**config.mk**
```make
export PLATFORM = sky130hd
export DESIGN_NAME = compare_channel_timer_unit
export DESIGN_NICKNAME = d
export VERILOG_FILES = /design/src/rtl/core/cct_pkg.sv /design/src/rtl/core/compare_channel_timer_unit.sv
export SDC_FILE = /design/constraint.sdc
export NUM_CORES = 1
export LEC_CHECK = 0
export ABC_CLOCK_PERIOD_IN_PS = 3900
export BUFFER_PORTS_ARGS = -buffer_cell sky130_fd_sc_hd__buf_4
export CELL_PAD_IN_SITES_DETAIL_PLACEMENT = 0
export CELL_PAD_IN_SITES_GLOBAL_PLACEMENT = 1
export CORE_ASPECT_RATIO = 1.2
export CORE_MARGIN = 3
export CORE_UTILIZATION = 40
export DETAILED_ROUTE_END_ITERATION = 8
export GPL_TIMING_DRIVEN = 0
export PLACE_DENSITY = 0.78
export SYNTH_ARGS = -nofsm -noshare
export SYNTH_HDL_FRONTEND = slang
export SYNTH_SLANG_ARGS = --single-unit
```
**constraint.sdc**
```tcl
create_clock -name clk -period 3.9 [get_ports clk]
set_clock_uncertainty 0.2 [all_clocks]
set_input_delay 0.195 -clock clk [delete_from_list [all_inputs] [get_ports clk]]
set_output_delay 0.195 -clock clk [all_outputs]
set_load 0.005 [all_outputs]
```
**src/rtl/core/cct_pkg.sv**
```systemverilog
// cct_pkg: command codes, field widths and stream packing for the compare channel timer
// no dependencies; imported by compare_channel_timer_unit
package cct_pkg;

  // payload field widths
  localparam int COMMAND_W = 3;
  localparam int CHANNEL_W = 3;
  localparam int VALUE_W   = 16;
  localparam int COUNT_W   = 16;
  localparam int FIRED_W   = 5;
  localparam int STATUS_W  = 1;

  // packed stream widths, rounded up to whole bytes
  localparam int IN_BITS   = COMMAND_W + CHANNEL_W + VALUE_W;
  localparam int IN_DATA_W = ((IN_BITS + 7) / 8) * 8;
  localparam int OUT_BITS   = COUNT_W + FIRED_W + STATUS_W;
  localparam int OUT_DATA_W = ((OUT_BITS + 7) / 8) * 8;

  // defaults for the top level parameters
  localparam int DEF_NUM_CHANNELS = 5;
  localparam int DEF_COUNT_WIDTH  = 16;

  // command codes
  localparam logic [COMMAND_W-1:0] CMD_TICK    = 3'd0;
  localparam logic [COMMAND_W-1:0] CMD_ARM_ABS = 3'd1;
  localparam logic [COMMAND_W-1:0] CMD_ARM_REL = 3'd2;
  localparam logic [COMMAND_W-1:0] CMD_DISARM  = 3'd3;
  localparam logic [COMMAND_W-1:0] CMD_START   = 3'd4;
  localparam logic [COMMAND_W-1:0] CMD_STOP    = 3'd5;
  localparam logic [COMMAND_W-1:0] CMD_ZERO    = 3'd6;
  localparam logic [COMMAND_W-1:0] CMD_READ    = 3'd7;

  // status codes
  localparam logic [STATUS_W-1:0] STATUS_OK      = 1'b0;
  localparam logic [STATUS_W-1:0] STATUS_BAD_CHN = 1'b1;

endpackage

```
**src/rtl/core/compare_channel_timer_unit.sv**
```systemverilog
// compare_channel_timer_unit: free-running counter with one-shot compare channels
// depends on cct_pkg for command codes, field widths and stream packing
//
// A COUNT_WIDTH-bit timer driven by a command stream: every input transfer carries one
// command (tick, arm absolute, arm relative, disarm, start, stop, zero, read) and yields
// exactly one output transfer with the count after the command, the mask of channels
// that fired on a tick, and a status bit that flags a channel number at or above
// NUM_CHANNELS (in which case nothing changes). The timer runs out of reset with the
// counter at zero and all channels disarmed. A new command is taken every clock: the
// timer state is updated at the input transfer and the result goes into an output
// register, so one command per cycle is sustained as long as the output side takes
// results; an unread result holds s_tready low only while the output register is full
// and m_tready is low. m_tvalid rises in the cycle after the input transfer. All channel
// compares run in parallel against the incremented count. count carries the low 16 bits
// of the counter, fired_mask carries channels 0 to 4.
module compare_channel_timer_unit #(
  parameter int NUM_CHANNELS = cct_pkg::DEF_NUM_CHANNELS,
  parameter int COUNT_WIDTH  = cct_pkg::DEF_COUNT_WIDTH
) (
  input  logic                           clk,
  input  logic                           rst,
  // fields from bit 0: command[2:0], channel[5:3], value[21:6], zero fill
  input  logic [cct_pkg::IN_DATA_W-1:0]  s_tdata,
  input  logic                           s_tvalid,
  output logic                           s_tready,
  // fields from bit 0: count[15:0], fired_mask[20:16], status[21], zero fill
  output logic [cct_pkg::OUT_DATA_W-1:0] m_tdata,
  output logic                           m_tvalid,
  input  logic                           m_tready
);
  import cct_pkg::*;

  localparam logic [CHANNEL_W-1:0] NumChan = CHANNEL_W'(NUM_CHANNELS);

  // timer state
  logic [COUNT_WIDTH-1:0] counter, counter_next;
  logic                   running, running_next;
  logic [COUNT_WIDTH-1:0] compare [NUM_CHANNELS];
  logic [COUNT_WIDTH-1:0] compare_next [NUM_CHANNELS];
  logic [NUM_CHANNELS-1:0] armed, armed_next;

  // output register
  logic [COUNT_W-1:0]  out_count;
  logic [FIRED_W-1:0]  out_fired;
  logic [STATUS_W-1:0] out_status;

  // unpacked input fields
  logic [COMMAND_W-1:0]   command;
  logic [CHANNEL_W-1:0]   channel;
  logic [VALUE_W-1:0]     value;
  logic [COUNT_WIDTH-1:0] value_c;
  logic [COUNT_WIDTH-1:0] counter_inc;

  logic                    in_xfer;
  logic                    chan_cmd;
  logic                    chan_bad;
  logic [NUM_CHANNELS-1:0] fired_next;
  logic [FIRED_W-1:0]      fired_out_next;
  logic [COUNT_W-1:0]      count_out_next;
  logic [FIRED_W-1:0]      armed_low;

  assign command = s_tdata[COMMAND_W-1:0];
  assign channel = s_tdata[COMMAND_W +: CHANNEL_W];
  assign value   = s_tdata[COMMAND_W + CHANNEL_W +: VALUE_W];

  // output register frees up when empty or being drained this cycle
  assign s_tready = !m_tvalid || m_tready;
  assign in_xfer  = s_tvalid && s_tready;

  // fit value and count to the counter width
  generate
    if (COUNT_WIDTH >= VALUE_W) begin : g_wide
      assign value_c        = COUNT_WIDTH'(value);
      assign count_out_next = counter_next[COUNT_W-1:0];
    end else begin : g_narrow
      assign value_c        = value[COUNT_WIDTH-1:0];
      assign count_out_next = COUNT_W'(counter_next);
    end
  endgenerate

  assign counter_inc = counter + COUNT_WIDTH'(1);

  assign chan_cmd = (command == CMD_ARM_ABS) || (command == CMD_ARM_REL) ||
                    (command == CMD_DISARM);
  assign chan_bad = chan_cmd && (channel >= NumChan);

  always_comb begin
    counter_next = counter;
    running_next = running;
    armed_next   = armed;
    compare_next = compare;
    fired_next   = '0;
    if (!chan_bad) begin
      case (command)
        CMD_TICK: begin
          if (running) begin
            counter_next = counter_inc;
            // all channels compare against the new count at once
            for (int c = 0; c < NUM_CHANNELS; c++) begin
              if (armed[c] && (compare[c] == counter_inc)) begin
                armed_next[c] = 1'b0;
                fired_next[c] = 1'b1;
              end
            end
          end
        end
        CMD_ARM_ABS: begin
          for (int c = 0; c < NUM_CHANNELS; c++) begin
            if (channel == CHANNEL_W'(c)) begin
              compare_next[c] = value_c;
              armed_next[c]   = 1'b1;
            end
          end
        end
        CMD_ARM_REL: begin
          // offset from the present count, wrapping
          for (int c = 0; c < NUM_CHANNELS; c++) begin
            if (channel == CHANNEL_W'(c)) begin
              compare_next[c] = counter + value_c;
              armed_next[c]   = 1'b1;
            end
          end
        end
        CMD_DISARM: begin
          for (int c = 0; c < NUM_CHANNELS; c++) begin
            if (channel == CHANNEL_W'(c)) begin
              armed_next[c] = 1'b0;
            end
          end
        end
        CMD_START: running_next = 1'b1;
        CMD_STOP:  running_next = 1'b0;
        CMD_ZERO:  counter_next = '0;
        CMD_READ:  ;
        default:   ;
      endcase
    end
  end

  // mask keeps channels 0 to 4, missing channels read as zero
  generate
    for (genvar i = 0; i < FIRED_W; i++) begin : g_mask
      if (i < NUM_CHANNELS) begin : g_have
        assign fired_out_next[i] = fired_next[i];
        assign armed_low[i]      = armed[i];
      end else begin : g_none
        assign fired_out_next[i] = 1'b0;
        assign armed_low[i]      = 1'b0;
      end
    end
  endgenerate

  // control state
  always_ff @(posedge clk) begin
    if (rst) begin
      counter  <= '0;
      running  <= 1'b1;
      armed    <= '0;
      m_tvalid <= 1'b0;
    end else begin
      if (in_xfer) begin
        counter <= counter_next;
        running <= running_next;
        armed   <= armed_next;
      end
      if (in_xfer) begin
        m_tvalid <= 1'b1;
      end else if (m_tready) begin
        m_tvalid <= 1'b0;
      end
    end
  end

  // compare values and result payload, loaded on an input transfer
  always_ff @(posedge clk) begin
    if (in_xfer) begin
      compare    <= compare_next;
      out_count  <= count_out_next;
      out_fired  <= fired_out_next;
      out_status <= chan_bad ? STATUS_BAD_CHN : STATUS_OK;
    end
  end

  assign m_tdata = {(OUT_DATA_W - OUT_BITS)'(0), out_status, out_fired, out_count};

`ifndef NO_ASSERTIONS
  // an input transfer always leaves a result behind
  assert property (@(posedge clk) disable iff (rst) in_xfer |=> m_tvalid)
    else $error("result missing after input transfer");

  // a rejected channel number leaves the timer untouched
  assert property (@(posedge clk) disable iff (rst)
    (in_xfer && chan_bad) |=> ($stable(counter) && $stable(armed) && $stable(running)))
    else $error("state changed on out-of-range channel");

  // a fired channel is disarmed right after
  assert property (@(posedge clk) disable iff (rst)
    in_xfer |=> ((out_fired & armed_low) == '0))
    else $error("fired channel still armed");

  // an error result never reports fired channels
  assert property (@(posedge clk) disable iff (rst)
    (m_tvalid && (out_status == STATUS_BAD_CHN)) |-> (out_fired == '0))
    else $error("fired mask set on rejected command");
`endif

endmodule
```
* Word-level counts from Yosys, hierarchy flattened *
Index checks and enable logic that the tools add are counted.

cells by class
  div/mod/pow operators = 0
  reduce and logical (&&, ||, !) cells = 30
  shift operators = 0
  eq/ne operators = 41
  bitwise logic cells = 3
  $add $sub $neg = 2
  magnitude comparators = 1
  multipliers = 0
  muxes and demuxes = 40

operator list
  operator                                                   count
  2-to-1 mux 16 bit                                          12
  case mux 80 bit (2 select lines)                           1
  equality test 16 bit                                       5
  != test 2 x 1 -> 1 bit (second input constant)             20
  AND reduction 7 bit                                        5
  case mux 16 bit (2 select lines)                           1
  AND reduction 5 bit                                        5
  2-to-1 mux 1 bit                                           23
  adder 16 x 1 -> 16 bit (second input constant)             1
  adder 16 bit                                               1
  case mux 5 bit (3 select lines)                            1
  equality test 3 x 2 -> 1 bit (second input constant)       4
  equality test 3 bit (second input constant)                4
  != test 2 bit (second input constant)                      6
  logical AND 1 bit                                          7
  equality test 3 x 1 -> 1 bit (second input constant)       2
  logical NOT 3 bit                                          2
  nonzero test 2 bit                                         3
  2-to-1 mux 5 bit                                           1
  greater-or-equal comparator 3 bit (second input constant)  1
  logical OR 1 bit                                           3
  inverter 1 bit                                             3
  AND reduction 3 bit                                        1
  nonzero test 3 bit                                         1
  4 further kinds                                            4

storage, ports and cells
  word-level logic and storage cells = 133
  memory bits (read-only) = 0
  bits in registers = 125
  output and inout bits = 26
  memories kept = 0
  memory bits (writable) = 0
  latch bits = 0

* Depth between registers and ports, before layout *
  depth after elaboration = 6
  gate-level depth with buffers = 12

* Least setup slack after synthesis *
OpenSTA, ideal clock, no wires.

  kind = register -> register
  start point = register m_tvalid
  end point = register compare[64] (netlist bit), enable pin
  path slack = 0.728 ns
  cell stages (with the launch flop) = 5
  library setup time = 0.430 ns
  data arrival time = 2.542 ns
  period minus slack after synthesis = 3.172 ns
  buffers on the path = 0
  cell sequence = dfxtp_1 nand2b_1 nand2_1 or3_1 nor4_1

between the ends
  longest elaborated chain between the ends = 4

RTL lines
  what                                  line                               RTL
  start, declared                       compare_channel_timer_unit.sv:28   output logic m_tvalid,
  start signal, assigned                compare_channel_timer_unit.sv:159  m_tvalid <= 1'b0;
  start signal, assigned                compare_channel_timer_unit.sv:167  m_tvalid <= 1'b1;
  start signal, assigned                compare_channel_timer_unit.sv:169  m_tvalid <= 1'b0;
  logical NOT 1 bit                     compare_channel_timer_unit.sv:67   assign s_tready = !m_tvalid || m_tready;
  logical OR 1 bit                      compare_channel_timer_unit.sv:67
  net s_tready                          compare_channel_timer_unit.sv:25   output logic s_tready,
  logical AND 1 bit                     compare_channel_timer_unit.sv:68   assign in_xfer = s_tvalid && s_tready;
  AND reduction 5 bit (no source line)  -
  end signal, assigned                  compare_channel_timer_unit.sv:177  compare <= compare_next;
  end, declared                         compare_channel_timer_unit.sv:38   logic [COUNT_WIDTH-1:0] compare [NUM_CHANNELS];

The timed path passes the listed nets, and every way through them passes these cells.
A chain may end at the register's enable or synchronous reset.

* Worst setup path in the final report *
  start point = register counter[0]
  end point = register armed[2]

between the ends
  longest elaborated chain between the ends = 5

RTL lines
  what                                  line                               RTL
  start, declared                       compare_channel_timer_unit.sv:36   logic [COUNT_WIDTH-1:0] counter, counter_next;
  start signal, assigned                compare_channel_timer_unit.sv:162  counter <= counter_next;
  adder 16 x 1 -> 16 bit                compare_channel_timer_unit.sv:81   assign counter_inc = counter + COUNT_WIDTH'(1);
  equality test 16 bit                  compare_channel_timer_unit.sv:100  if (armed[c] && (compare[c] == counter_inc)) begin
  logical AND 1 bit                     compare_channel_timer_unit.sv:100
  != test 2 bit (no source line)        -
  AND reduction 7 bit (no source line)  -
  end signal, assigned                  compare_channel_timer_unit.sv:164  armed <= armed_next;
  end, declared                         compare_channel_timer_unit.sv:40   logic [NUM_CHANNELS-1:0] armed, armed_next;

Every way passes these cells.

==> results by group <==
STA
  • Final Hold Violating Endpoints: 0
  • Final Worst Setup Slack: 102 ps
  • Hold slack: between 15 and 20 ps
  • Fmax: 263 MHz
  • Setup_tns: 0 ps
  • Min Clock Period, post-route: about 3800 ps
  • Slew @ Worst Pin: 962 ps
  • Crit share post-route: 0.974
  • Max Transition Viols Final: 0
  • Final setup fails: 0
  • RSZ-0062 raised after global routing: false
  • Relative slew slack: 0.358

Final layout
  • # diodes: 0
  • Final Non-Filler Cells: 1062
  • Final net count: 842
  • Most common cell after layout, fill and taps aside: edfxtp_1
  • Most frequent cells in the layout: edfxtp_1 (102), nand2_1 (69), nor2_1 (59), buf_4 (55), o21ai_0 (49)
  • Fraction of layout cells with a size suffix above 1: 0.173
  • Area delta synth->final: 19.9%
  • Final core occ: 0.492
  • Cell area after layout: between 9000 and 10000 um^2

CTS
  • Root Driver: clkbuf_16
  • Clock latency on the worst-skew pair: 430 ps
  • CTS tree: done
  • Num CTS Buffers: 17
  • H-tree levels: 4
  • CTS Sinks: 125
  • Clock Pin Slew Worst Setup and Hold Paths: around 60 ps
  • Clock Tree Buf Depth: 2

Detailed routing
  • Post-DR wirelength/cell: 22.5 um
  • Via-per-instance ratio: ~5.7
  • Initial drt markers: 721
  • Post-route ant nets: 0
  • Detailed-route via count: 6071
  • 1st-pass router iterations: 6
  • Routed wire length: between 20000 and 25000 um
  • DRC viols: 0

Synthesis
  • Asr flop ratio synth: 0
  • Avg Cell Area, Syn: around 10 um^2
  • Synth Register Bits: 125
  • Unique cell type count in the Yosys netlist: 69
  • EDFF count, synth: 102
  • Leading register cell type out of synthesis: edfxtp_1
  • Cell count after synthesis: 719
  • Yosys warns: 0
  • Mapped Area: 7520 um^2
  • Post-synthesis sequential area ratio: 0.469

Critical path
  • CP max FO: 10
  • CP arrival: around 4000 ps
  • Startpoint types: flip-flop
  • WP data required: 4010 ps
  • Worst setup EP type: flip-flop
  • Crit path kind: flip-flop to flip-flop

Pwr
  • Flop pwr share: 0.442
  • Sw Ratio: 0.249
  • Comb power frac: 0.085
  • P_leak: roughly 3.3 nW
  • Worst ir drop on vdd: 0.000320 V
  • PD cells: 375 nW/um^2
  • Clock group share of total power: 0.473
  • Sw power: about 840 uW
  • Total power: 3.38 mW
  • Internal: 2.54 mW

Global routing
  • Largest net degree at the start of global routing: 32
  • First-pass GRT wire length: 36100 um
  • Overflow after GRT: 0
  • Vias in the first global route: approximately 6000
  • Initial antenna violation count: 0
  • Total Routing Usage GR: 0.236

Worst hold path
  • HP Class: input port to flip-flop

Floorplanning
  • Starting Density: 0.411
  • Core area: 18300 um^2
  • Row count: 54
  • IO Count: 54
  • Total Die Area: 20500 um^2
  • Chip height: 156 um
  • Die X: 131 um

Run status
  • Outcome: completed

Place
  • Placed cell count: about 1000
  • Post-DP Area: 8260 um^2
  • Dpl ws: -335 ps
  • Post-DP HPWL: 18200 um
  • Port bufs: between 40 and 50
  • GPL Wtd Cong: a little over 0.9

Flow run
  • Max cap viols: 0
cells in the mapped netlist, types with 16 or more instances:
library cell,instances,area share
xnor3_1,18,0.054
edfxtp_1,102,0.41
xor2_1,35,0.041
nor3_1,24,0.016
nor2_1,63,0.031
nand3_1,22,0.015
xnor2_1,44,0.051
clkbuf_1,25,0.012
a21oi_1,29,0.019
nand2_1,69,0.034
o21ai_0,50,0.033
dfxtp_1,23,0.061
ha_1,16,0.027
registers in the layout, indices dropped and copies added, names as in the netlist:
register    count
out_status      1
compare        80
counter        16
out_count      16
armed           5
m_tvalid        1
out_fired       5
running         1
kinds of logic after synthesis:
logic type / Yosys count / share of synthesized area
AO/OA/AOI/OAI: 137 / 0.116
XOR/XNOR: 98 / 0.148
adder cells (fa/ha/maj): 17 / 0.0293
buffers and inverters: 62 / 0.0389
flip-flops: 125 / 0.469
multiplexers: 9 / 0.0130
other: 1 / 0.000499
AND/OR/NAND/NOR: 270 / 0.185
cell type report:
| type | count | area, um^2 |
|---|---|---|
| clock buffers | 17 | 425 |
| plain buffers | 45 | 231 |
| flip-flops and latches | 125 | 3530 |
| inverters | 16 | 60.1 |
| fillers | 1671 | 9300 |
| well taps | 252 | 315 |
| multi-input cells | 533 | 3810 |
| repair buffers | 59 | 483 |
| clock inverters | 15 | 161 |
worst max-delay path, stage by stage (launching register included):
cell	delay, ps
dfxtp_2	390
ha_1	240
buf_6	140
and4_1	200
buf_6	140
and3_1	190
or4_1	590
nor4_2	280
and4_1	300
nand4_1	110
buf_4	180
a221oi_1	340
mux2_1	370
per-layer routing:
layer / wire, um / global-route usage / up-vias
met5: 0 / 0 / -
met4: 680 / 0.0980 / 0
met3: 1230 / 0.0306 / 44
met2: 11600 / 0.404 / 260
met1: 10300 / 0.304 / 2960
li1: - / - / 2807
power by group through the flow:
| stage | Clock, mW | Sequential, mW | Combinational, mW |
|---|---|---|---|
| finish | 1.60 | 1.49 | 0.289 |
| global route | 1.66 | 1.50 | 0.318 |
| CTS | 1.60 | 1.49 | 0.285 |
| detailed placement | 0 | 1.52 | 0.276 |
| global placement | 0 | 1.52 | 0.267 |
| floorplan | 0 | 1.52 | 0.165 |
final timing paths:
kind                            slack, ps  depth (start not counted)               startpoint               endpoint
worst max-delay path                  100                         12  counter[0]$_SDFFE_PP0P_  armed[2]$_SDFFE_PP0P_
worst min register to register        390                          2    armed[1]$_SDFFE_PP0P_  armed[1]$_SDFFE_PP0P_
worst min-delay path                   20                          2               s_tdata[3]  compare[33]$_DFFE_PP_
worst max register to register        100                         12  counter[0]$_SDFFE_PP0P_  armed[2]$_SDFFE_PP0P_
timing repair:
action | 4_1_cts | 5_1_grt
setup buffers | 1 | 0
hold buffers | 7 | 0
pin swaps | 1 | 1
endpoints found under the setup margin | 9 | 14
hold endpoints to repair | 17 | 0
resized for setup | 11 | 11
(Power assumes the default switching activity.)
